File: config.mk
export PLATFORM = sky130hd
export DESIGN_NAME = cma_cmd_fifo
export DESIGN_NICKNAME = d
export VERILOG_FILES = /design/src/design/cma_pkg.sv /design/src/design/cma_cmd_fifo.sv
export SDC_FILE = /design/constraint.sdc
export NUM_CORES = 1
export LEC_CHECK = 0
export BUFFER_PORTS_ARGS = -buffer_cell sky130_fd_sc_hd__buf_4
export CORE_UTILIZATION = 30
export CTS_CLUSTER_DIAMETER = 80
export DETAILED_ROUTE_END_ITERATION = 6
export GPL_ROUTABILITY_DRIVEN = 1
export PLACE_DENSITY_LB_ADDON = 0.05
export SYNTH_ARGS = -nofsm -noshare
export SYNTH_HDL_FRONTEND = slang
export SYNTH_SLANG_ARGS = --single-unit
File: constraint.sdc
create_clock -name clk -period 2.2 [get_ports clk]
set_clock_uncertainty 0.1 [all_clocks]
set_input_delay 0.11 -clock clk [delete_from_list [all_inputs] [get_ports clk]]
set_output_delay 0.11 -clock clk [all_outputs]
set_load 0.02 [all_outputs]
File: src/design/cma_pkg.sv
// ----------------------------------------------------------------------------
// cma_pkg
// shared widths, types and constants of the centered moving average
// ----------------------------------------------------------------------------
`timescale 1ns / 1ps
`default_nettype none

package cma_pkg;

    // window geometry
    localparam int MAX_HALF_WIDTH = 10;
    localparam int HIST_DEPTH     = 2 * MAX_HALF_WIDTH + 1;

    // fixed field widths
    localparam int SAMPLE_W = 24;
    localparam int CFG_W    = 4;

    // derived widths
    localparam int HW_W  = $clog2(MAX_HALF_WIDTH + 1);
    localparam int TOP_W = $clog2(HIST_DEPTH);
    localparam int CNT_W = $clog2(HIST_DEPTH + 1);
    localparam int DIV_W = CNT_W;
    localparam int MAG_W = SAMPLE_W - 1 + $clog2(HIST_DEPTH);
    localparam int SUM_W = MAG_W + 1;
    localparam int RCP_W = MAG_W + 1;
    localparam int QD_W  = SAMPLE_W + DIV_W;

    // command queue between front and back
    localparam int CMD_FIFO_DEPTH = 4;
    localparam int FIFO_PTR_W     = $clog2(CMD_FIFO_DEPTH);
    localparam int FIFO_CNT_W     = $clog2(CMD_FIFO_DEPTH + 1);

    localparam logic [HW_W-1:0] HALF_WIDTH_RESET = HW_W'(1);

    typedef logic signed [SAMPLE_W-1:0] sample_t;
    typedef logic signed [SUM_W-1:0]    sum_t;

    // one division job: window sum, number of samples, end-of-record mark
    typedef struct packed {
        sum_t               sum;
        logic [DIV_W-1:0]   divisor;
        logic               last;
    } cmd_t;

endpackage

`default_nettype wire

File: src/design/cma_cmd_fifo.sv
// ----------------------------------------------------------------------------
// cma_cmd_fifo
// short command queue decoupling the front from the divider pipeline
// ----------------------------------------------------------------------------
`timescale 1ns / 1ps
`default_nettype none

module cma_cmd_fifo import cma_pkg::*; (
    input  logic  clk,
    input  logic  rst_n,
    input  logic  push_valid,
    input  cmd_t  push_cmd,
    output logic  full,
    output logic  pop_valid,
    output cmd_t  pop_cmd,
    input  logic  pop
);

    cmd_t                   fifo_reg [CMD_FIFO_DEPTH];
    logic [FIFO_PTR_W-1:0]  wr_ptr_reg, wr_ptr_next;
    logic [FIFO_PTR_W-1:0]  rd_ptr_reg, rd_ptr_next;
    logic [FIFO_CNT_W-1:0]  count_reg, count_next;

    assign full      = (count_reg == FIFO_CNT_W'(CMD_FIFO_DEPTH));
    assign pop_valid = (count_reg != '0);
    assign pop_cmd   = fifo_reg[rd_ptr_reg];

    always_comb
    begin
        wr_ptr_next = wr_ptr_reg;
        rd_ptr_next = rd_ptr_reg;
        count_next  = count_reg;
        if (push_valid)
        begin
            wr_ptr_next = (wr_ptr_reg == FIFO_PTR_W'(CMD_FIFO_DEPTH - 1)) ?
                          '0 : wr_ptr_reg + FIFO_PTR_W'(1);
        end
        if (pop)
        begin
            rd_ptr_next = (rd_ptr_reg == FIFO_PTR_W'(CMD_FIFO_DEPTH - 1)) ?
                          '0 : rd_ptr_reg + FIFO_PTR_W'(1);
        end
        if (push_valid && !pop)
        begin
            count_next = count_reg + FIFO_CNT_W'(1);
        end
        else if (pop && !push_valid)
        begin
            count_next = count_reg - FIFO_CNT_W'(1);
        end
    end

    always_ff @(posedge clk or negedge rst_n)
    begin
        if (!rst_n)
        begin
            wr_ptr_reg <= '0;
            rd_ptr_reg <= '0;
            count_reg  <= '0;
        end
        else
        begin
            wr_ptr_reg <= wr_ptr_next;
            rd_ptr_reg <= rd_ptr_next;
            count_reg  <= count_next;
        end
    end

    always_ff @(posedge clk)
    begin
        if (push_valid)
        begin
            fifo_reg[wr_ptr_reg] <= push_cmd;
        end
    end

endmodule

`default_nettype wire

==> impl_metrics.csv, run 1 <==
group,metric,value,unit
timing,post-route-min-period,2.06,ns
worst_hold_path,hp-start,"push_cmd[34]",
power_and_ir_drop,p_per_area,1320,nW/µm²
timing,fmax,0.486,GHz
logic_synthesis,synth_area_leaders,"edfxtp_1 76%, mux4_2 11%, mux4_1 3.3%",
timing,hold_slack,0.340,ns
placed_design,place.port_buffers,75,
cells_and_area,fin_nets,405,
critical_path,crit_arrival,1.85,ns
cts,worstSkewPairLatency,0.41,ns
routing,wl,10700,µm
routing,vias,2635,
worst_hold_path,hold_path_depth,2,
grt,grt_overflow_total,0,
routing,viasPerCell,4.38,
logic_synthesis,syn-num-nets,266,
cts,h-tree-depth,4,
die,die-area,19000,µm²
cts,cts.root.buffer_cell,"clkbuf_16",
critical_path,regToRegStartpoint,"wr_ptr_reg[1]",
die,initial_core_util,0.306,
timing,maxSlewViolCount,0,
timing,setup_tns,0,ns
status,status,"completed",
cts,cts_tree,"done",
power_and_ir_drop,switching_share,0.296,
critical_path,start_kind,"flop",
critical_path,crit_path_top_delay_cell,"dfrtp_2",
critical_path,cp-end-kind,"output pin",
timing,hold_violations,0,
timing,fin_crit_sh,0.936,
grt,grt_max_degree,25,
power_and_ir_drop,sequentialPowerShare,0.386,
grt,antenna_found_initial,0,
power_and_ir_drop,p_int,6.99,mW
cts,clk_path_buf_depth,2,
cells_and_area,syn_to_final_growth,35.9,%
cells_and_area,diodes,0,
timing,grt_setup_unrepaired,"false",
cts,clk_pin_slew,0.06,ns
logic_synthesis,ys_types,19,
routing,first_iter_violations,144,
cells_and_area,multi_input_area,1040,µm²
logic_synthesis,netlist.area_leader.share,0.761,
power_and_ir_drop,pwr-share-comb,0.321,
power_and_ir_drop,clock_power_share,0.293,
critical_path,regToRegSetupSlack,0.55,ns
grt,grt.total_usage,0.123,
timing,worst_slew_pin_slew,0.536,ns
critical_path,timing.rr.end,"fifo_reg[1][4]",
logic_synthesis,syn_area_per_cell,25.1,µm²
critical_path,r2r_cells,4,
die,core_area,18000,µm²
grt,grt_pass1_vias,2894,
cts,clock_sinks,147,
job,drv_cap,0,
critical_path,path_cells,"buf_12 -> mux4_2 -> buf_4",
critical_path,path_max_fanout,18,
die,top_level_ports,76,
logic_synthesis,syn-cell-area,5520,µm²
cells_and_area,largest_reg_flops,140,
critical_path,critical_path.startpoint,"rd_ptr_reg[1]",
logic_synthesis,syn-instance-count,220,
routing,dr.pass1.iters,4,
logic_synthesis,ys_seq_elements,147,
critical_path,slowest_delay,0.71,ns
cts,cts_buffers,17,
cells_and_area,drive_gt1_frac,0.422,
critical_path,cp.required,1.99,ns
power_and_ir_drop,leakage,2.64,nW
die,rows,49,
cells_and_area,n_fill_cell,1625,
power_and_ir_drop,peakVddDrop,0.589,mV
timing,relSlewSlack,0.643,
logic_synthesis,synth_top_cell_by_area,"edfxtp_1",
critical_path,worstSetupPathType,"flop to output pin",
die,die_x,138,µm
logic_synthesis,ys_seq_area_frac,0.793,
routing,antenna_left,0,
routing,remaining_drc_errors,0,
timing,setup_violations,0,
worst_hold_path,min_path_type,"input pin to flop",
cells_and_area,final-seq-area,4380,µm²
placed_design,dp_hpwl,6820,µm
power_and_ir_drop,p_sw,2.94,mW
logic_synthesis,synth_warnings,0,
die,fp.dieH,138,µm
placed_design,gp_congestion,0.641,
grt,grt_pass1_wl,16300,µm
worst_hold_path,whs_endpoint,"fifo_reg[3][34]",
routing,routedWlPerCell,17.8,µm
[per-stage QoR]
stage	cells	util	instance area (µm²)	setup WS (ns)	power, mW
2_1_floorplan	220	-	5520	0.224	5.78
3_3_place_gp	528	0.360	6490	0.379	7.11
3_5_place_dp	528	0.360	6490	0.400	7.10
4_1_cts	601	0.416	7510	0.0973	10.1
5_1_grt	601	0.416	7510	0.0566	10.4
6_report	601	0.416	7510	0.141	9.93
[Yosys cell counts]
master / count
or3_1: 1
nor2_1: 3
ha_1: 6
dfrtp_1: 7
mux2_2: 3
buf_12: 3
fa_1: 1
mux4_2: 28
and2_1: 4
buf_6: 1
xnor2_1: 1
nand2_1: 2
buf_2: 4
xor2_1: 2
inv_1: 4
nor3b_1: 1
o21ai_0: 2
mux4_1: 7
edfxtp_1: 140
[layout make-up]
class	instances	area share
clock buffer	17	0.0567
clock inverter	15	0.0243
inverter	4	0.00200
multi-input combinational	61	0.139
sequential	147	0.584
tap	229	0.0382
timing repair buffer	128	0.156
[worst max path at each step]
stage,to,slack [ns]
after floorplan,fifo_reg[0][0],0.22
after global placement,pop_cmd[26],0.38
after detailed placement,pop_cmd[26],0.40
after CTS,pop_cmd[8],0.1
after global routing,pop_cmd[8],0.06
final,pop_cmd[8],0.14
[timing repair]
item / CTS / global route
gates resized for setup: 1 / 0
hold endpoints to repair: 151 / 0
endpoints found under the setup margin: 1 / 0
hold buffers: 39 / 0
setup buffers: 2 / 0
[routing by layer]
metal / up-vias / track usage / part of all wire
met1: 1369 / 0.155 / 0.45
met5: - / 0 / 0
met4: 0 / 0.0513 / 0.014
met3: 9 / 0.0331 / 0.033
met2: 51 / 0.201 / 0.50
li1: 1206 / - / -
[layout by cell type (no fill, tap or decap)]
cell | synthesis | layout
buf_12 | 3 | 9
nand2_1 | 2 | 2
clkbuf_16 | 0 | 17
dfrtp_2 | 0 | 1
clkinvlp_4 | 0 | 6
clkinv_1 | 0 | 1
inv_1 | 4 | 4
or3_1 | 1 | 1
bufinv_16 | 0 | 3
dfrtp_1 | 7 | 5
nor3b_1 | 1 | 1
dfrtp_4 | 0 | 1
o21ai_0 | 2 | 2
and2_2 | 0 | 4
xor2_1 | 2 | 2
dlygate4sd3_1 | 0 | 39
nor2_1 | 3 | 3
xnor2_1 | 1 | 1
ha_1 | 6 | 6
mux4_1 | 7 | 7
edfxtp_1 | 140 | 140
buf_4 | 0 | 80
clkinv_4 | 0 | 3
inv_6 | 0 | 2
mux2_2 | 3 | 3
mux4_2 | 28 | 28
fa_1 | 1 | 1
[cell families (layout without fill, tap and decap cells)]
family          Yosys count  after routing  synth area share
simple gates             11             11            0.0104
fa+ha+maj                 7              7            0.0172
flops                   147            147             0.793
mux                      38             38             0.154
xor+xnor                  3              3           0.00476
compound gates            2              2           0.00181
buf+inv                  12            164            0.0193
[critical path: cells and delay by family (launching register included)]
kind / cells / cell delay, ns
buf+inv: 2 / 0.40
mux: 1 / 0.32
flops: 1 / 0.71
[power groups by stage]
| stage | clock (mW) | sequential (mW) | combinational [mW] |
|---|---|---|---|
| floorplan | 0 | 3.76 | 2.02 |
| global placement | 0 | 3.92 | 3.19 |
| detailed placement | 0 | 3.93 | 3.18 |
| CTS | 2.98 | 3.84 | 3.30 |
| global route | 3.10 | 3.89 | 3.44 |
| finish | 2.91 | 3.83 | 3.19 |
No activity file was read; power rests on OpenSTA's default activity.
==> inputs of run 2 (changes only) <==
Settings changed: ABC_AREA set to 1.
==> run 2 against run 1 <==
Clock power shrank 6%. Global-route usage up 0.40 points. Sequential cell count is the same. Count of clock-buffer cells in the layout increased by 1. Largest power group unchanged.
==> impl_metrics.csv, run 2 <==
group,metric,value,unit
status,status,"completed",
timing,maxSlewViolCount,0,
power_and_ir_drop,leakage,3.18,nW
power_and_ir_drop,sequentialPowerShare,0.379,
cells_and_area,largest_reg_flops,140,
routing,antenna_left,0,
power_and_ir_drop,p_int,6.54,mW
logic_synthesis,syn-instance-count,461,
cells_and_area,fin_nets,630,
power_and_ir_drop,total_power,9.97,mW
routing,remaining_drc_errors,0,
cts,worstSkewPairLatency,0.40,ns
die,die-area,20600,µm²
cells_and_area,syn_to_final_growth,30.4,%
logic_synthesis,syn-num-nets,507,
critical_path,cp-end-kind,"output pin",
timing,hold_violations,0,
critical_path,path_cells,"buf_6 -> o211ai_2 -> nand2_1 -> buf_4",
logic_synthesis,synth_top_cell_by_area,"edfxtp_1",
die,fp.dieH,144,µm
logic_synthesis,synth_common_cells,"140 x edfxtp_1, 122 x nand2_1, 81 x inv_1, 68 x o211ai_1",
routing,vias,3630,
power_and_ir_drop,peakVddDrop,0.673,mV
timing,post-route-min-period,1.94,ns
routing,first_iter_violations,208,
power_and_ir_drop,p_per_area,1270,nW/µm²
cells_and_area,final_util,0.401,
timing,fmax,0.514,GHz
logic_synthesis,synth_area_leaders,"edfxtp_1 70%, o211ai_1 8.5%, nand2_1 7.6%",
timing,fin_crit_sh,0.884,
logic_synthesis,syn_area_per_cell,13.0,µm²
power_and_ir_drop,switching_share,0.344,
placed_design,gp_congestion,0.694,
logic_synthesis,synth_most_common_cell,"edfxtp_1",
timing,setup_violations,0,
logic_synthesis,synthArstFlopShare,0.0476,
routing,routedWlPerCell,14.1,µm
routing,viasPerCell,4.21,
cells_and_area,diodes,0,
placed_design,dp_hpwl,7320,µm
job,drv_cap,0,
cts,cts_buffers,17,
grt,antenna_found_initial,0,
logic_synthesis,syn-cell-area,6010,µm²
die,core_area,19500,µm²
power_and_ir_drop,p_sw,3.43,mW
cts,clock_sinks,147,
critical_path,cp.required,1.99,ns
routing,dr.pass1.iters,4,
die,die_x,144,µm
timing,relSlewSlack,0.756,
critical_path,start_kind,"flop",
placed_design,place.port_buffers,75,
die,top_level_ports,76,
worst_hold_path,min_path_type,"input pin to flop",
routing,wl,12200,µm
die,rows,51,
critical_path,crit_family,"flip-flops",
die,initial_core_util,0.308,
cts,cts.root.buffer_cell,"clkbuf_16",
logic_synthesis,netlist.area_leader.share,0.699,
critical_path,path_max_fanout,25,
critical_path,crit_arrival,1.73,ns
critical_path,worstSetupPathType,"flop to output pin",
timing,worst_slew_pin_slew,0.366,ns
critical_path,worst-path-buf-inv,2,
logic_synthesis,ys_seq_elements,147,
grt,grt_max_degree,81,
cts,h-tree-depth,4,
logic_synthesis,ys_types,20,
power_and_ir_drop,pwr-share-comb,0.346,
timing,grt_setup_unrepaired,"false",
cts,cts_tree,"done",
logic_synthesis,synth_enable_flop_cells,140,
cts,clk_path_buf_depth,2,
cells_and_area,final_common_cell,"edfxtp_1",
cells_and_area,mostFrequentLayoutCells,"140 x edfxtp_1, 122 x nand2_1, 82 x buf_4, 77 x inv_1, 68 x o211ai_1",
timing,setup_tns,0,ns
grt,grt.total_usage,0.127,
grt,grt_pass1_wl,19100,µm
logic_synthesis,ys_seq_area_frac,0.728,
logic_synthesis,ys.flop_type,"edfxtp_1",
cts,clk_pin_slew,0.06,ns
grt,grt_pass1_vias,3499,
critical_path,slowest_delay,0.59,ns
cells_and_area,drive_gt1_frac,0.211,
critical_path,crit_path_top_delay_cell,"dfrtp_2",
cts,cts_setup_buffers,0,
power_and_ir_drop,clock_power_share,0.275,
grt,grt_overflow_total,0,
logic_synthesis,synth_warnings,0,
run 2: cell types whose count changed in the layout (fill, tap and decap cells not counted), sizes merged, moves of 3 or more:
cell    delta
and2       -4
mux2       -3
inv       +77
nand2    +120
clkinv     +4
mux4      -35
o211ai    +70
run 2: kinds of logic (layout without fill, tap and decap cells):
family | count (synthesis) | after routing | share of synthesized area
compound gates | 74 | 74 | 0.0924
xor+xnor | 1 | 1 | 0.00146
fa+ha+maj | 7 | 7 | 0.0158
buf+inv | 105 | 241 | 0.0818
flops | 147 | 147 | 0.728
simple gates | 127 | 127 | 0.0801
run 2: worst reg2reg max path, stage by stage, from the launching register on:
cell and delay [ns]:
dfrtp_1 0.41, inv_1 0.11, ha_1 0.15, nand2_1 0.06, inv_2 0.19, buf_4 0.26
run 2: layout make-up:
class / instances / area [µm²]
Fill cell: 1898 / 11700
Sequential cell: 147 / 4380
Multi-Input combinational cell: 209 / 1140
Timing Repair Buffer: 126 / 1100
Clock buffer: 18 / 429
Tap cell: 265 / 332
Inverter: 83 / 319
Clock inverter: 14 / 140
run 2: metal layers:
layer / wire length (µm) / share of wire / vias to the layer above / GRT usage
met5: 0 / 0 / - / 0
met4: 190 / 0.016 / 0 / 0.0554
li1: - / - / 1846 / -
met3: 427 / 0.035 / 13 / 0.0263
met2: 5590 / 0.46 / 62 / 0.197
met1: 5960 / 0.49 / 1709 / 0.172
run 2: worst paths after layout:
kind | from | slack, ns | end | cells after the start
max in group asynchronous | rst_n | 1.16 | rd_ptr_reg[1] | 3
hold / removal | push_cmd[7] | 0.35 | fifo_reg[2][7] | 2
hold reg to reg | count_reg[2] | 0.38 | count_reg[2] | 2
setup / recovery | rd_ptr_reg[1] | 0.26 | pop_cmd[15] | 4
min in group asynchronous | rst_n | 0.57 | count_reg[0] | 3
setup reg to reg | wr_ptr_reg[0] | 0.63 | fifo_reg[0][31] | 5
run 2: power by group through the flow:
stage / clock, mW / sequential (mW) / combinational, mW
CTS: 2.83 / 3.78 / 3.55
floorplan: 0 / 3.77 / 2.24
global route: 2.94 / 3.83 / 3.85
detailed placement: 0 / 3.83 / 3.49
global placement: 0 / 3.83 / 3.48
finish: 2.74 / 3.78 / 3.45
run 2: per-stage QoR:
stage	instance area [µm²]	setup WS (ns)	instances	hold slack, ns
global route	7840	0.103	862	0.334
finish	7840	0.256	862	0.345
CTS	7830	0.0910	862	0.324
floorplan	6010	0.359	461	-0.286
global placement	6870	0.541	791	-0.162
detailed placement	6870	0.539	791	-0.168
run 2: timing repair:
action / CTS / global route
hold buffers: 39 / 0
hold endpoints to repair: 151 / 0
setup endpoints to repair: 0 / 1
resized for setup: 0 / 2
==> inputs of run 3 (changes only) <==
Settings changed: PLACE_DENSITY_LB_ADDON 0.05 to not set.
==> run 3 against run 2 <==
First-iteration DRC count is 40% lower. Largest cell class unchanged. Non-clock buffer count rose by 1. Utilization up 0.47 points.
==> impl_metrics.csv, run 3 (synthesis gave the netlist of run 2 again) <==
group,metric,value,unit
status,status,"completed",
cts,h-tree-depth,4,
critical_path,cp-end-kind,"output pin",
timing,relSlewSlack,0.683,
placed_design,gp_congestion,0.698,
routing,dr.pass1.iters,4,
placed_design,dpl.cell_count,792,
grt,grt.total_usage,0.126,
critical_path,path_max_fanout,40,
timing,maxSlewViolCount,0,
die,initial_core_util,0.308,
die,rows,51,
critical_path,cp.required,1.99,ns
grt,grt_overflow_total,0,
power_and_ir_drop,total_power,10.2,mW
cts,clock_sinks,147,
grt,grt_max_degree,69,
routing,routedWlPerCell,14.1,µm
cells_and_area,n_fill_cell,1864,
grt,grt_pass1_vias,3757,
cells_and_area,largest_reg_flops,140,
cts,cts_tree,"done",
routing,antenna_left,0,
grt,antenna_found_initial,1,
cts,worstSkewPairLatency,0.41,ns
cts,cts_buffers,17,
die,top_level_ports,76,
die,die-area,20600,µm²
cells_and_area,drive_gt1_frac,0.216,
timing,post-route-min-period,2.00,ns
timing,grt_setup_unrepaired,"false",
routing,vias,3724,
power_and_ir_drop,peakVddDrop,0.717,mV
placed_design,preCtsSetupSlack,0.527,ns
cts,cts.root.buffer_cell,"clkbuf_16",
job,drv_cap,0,
power_and_ir_drop,leakage,3.22,nW
routing,first_iter_violations,125,
cells_and_area,final_cells,864,
cts,clk_path_buf_depth,2,
cells_and_area,syn_to_final_growth,31.9,%
timing,setup_tns,0,ns
die,core_area,19500,µm²
placed_design,dp_hpwl,7790,µm
power_and_ir_drop,p_per_area,1290,nW/µm²
timing,worst_slew_pin_slew,0.475,ns
die,die_x,144,µm
cells_and_area,mostFrequentLayoutCells,"140 x edfxtp_1, 122 x nand2_1, 81 x buf_4, 77 x inv_1, 68 x o211ai_1",
timing,setup_violations,0,
routing,remaining_drc_errors,0,
timing,hold_violations,0,
cts,clk_pin_slew,0.06,ns
cells_and_area,final_common_cell,"edfxtp_1",
critical_path,worstSetupPathType,"flop to output pin",
critical_path,crit_arrival,1.79,ns
die,fp.dieH,144,µm
worst_hold_path,min_path_type,"input pin to flop",
cells_and_area,fin_nets,631,
grt,grt_pass1_wl,19000,µm
critical_path,start_kind,"flop",
routing,wl,12200,µm
routing,viasPerCell,4.31,
timing,fin_crit_sh,0.909,
timing,fmax,0.500,GHz
placed_design,place.port_buffers,75,
timing,layout_setup_ws,0.200,ns
==> run 3: report_power, final <==
group	switching, mW	internal [mW]	leakage [nW]
Clock	1.16	1.81	0.293
Sequential	0.153	3.60	1.37
Combinational	2.19	1.31	1.55
==> run 3: worst max-delay path, cell delays in order, from the launching register on <==
cell      delay, ns
dfrtp_1        0.42
inv_4          0.09
buf_4          0.36
nand2_1        0.10
o211ai_1       0.12
nand2_1        0.10
buf_4          0.17
==> run 3: what timing repair did <==
action                                  CTS  global route
hold buffers                             39             0
hold endpoints to repair                151             0
endpoints found under the setup margin    0             0
setup buffers                             0             0
resized for setup                         0             0
==> run 3: final timing paths <==
path	end	slack (ns)	startpoint	cells after the start
worst min-delay path	rd_ptr_reg[1]	0.35	pop	3
worst max register to register	fifo_reg[1][23]	0.53	wr_ptr_reg[1]	5
max in group asynchronous	rd_ptr_reg[1]	1.15	rst_n	3
worst min register to register	count_reg[2]	0.40	count_reg[2]	2
worst max-delay path	pop_cmd[12]	0.20	rd_ptr_reg[0]	6
min in group asynchronous	rd_ptr_reg[0]	0.57	rst_n	3
==> run 3: area by class of cell <==
cell class              instances  area [µm²]  area share
repair buffers                127        1140       0.144
flip-flops and latches        147        4380       0.552
clock inverters                15         194      0.0245
clock buffers                  17         425      0.0536
inverters                      83         317      0.0399
well taps                     265         332      0.0418
multi-input cells             209        1140       0.144
diodes                          1        2.50    0.000316
==> run 3: through the flow <==
| step | hold slack (ns) | instance area (µm²) | utilization |
|---|---|---|---|
| 2_1_floorplan | -0.286 | 6010 | - |
| 5_1_grt | 0.326 | 7930 | 0.406 |
| 3_3_place_gp | -0.168 | 6920 | 0.354 |
| 3_5_place_dp | -0.166 | 6920 | 0.354 |
| 4_1_cts | 0.324 | 7930 | 0.406 |
| 6_report | 0.345 | 7930 | 0.406 |
==> run 3: metal layers <==
layer  up-vias  wire, µm  track usage
li1       1843         -            -
met2        75      6230        0.216
met3        11       603       0.0417
met5         -         0            0
met4         0       127       0.0459
met1      1795      5200        0.146
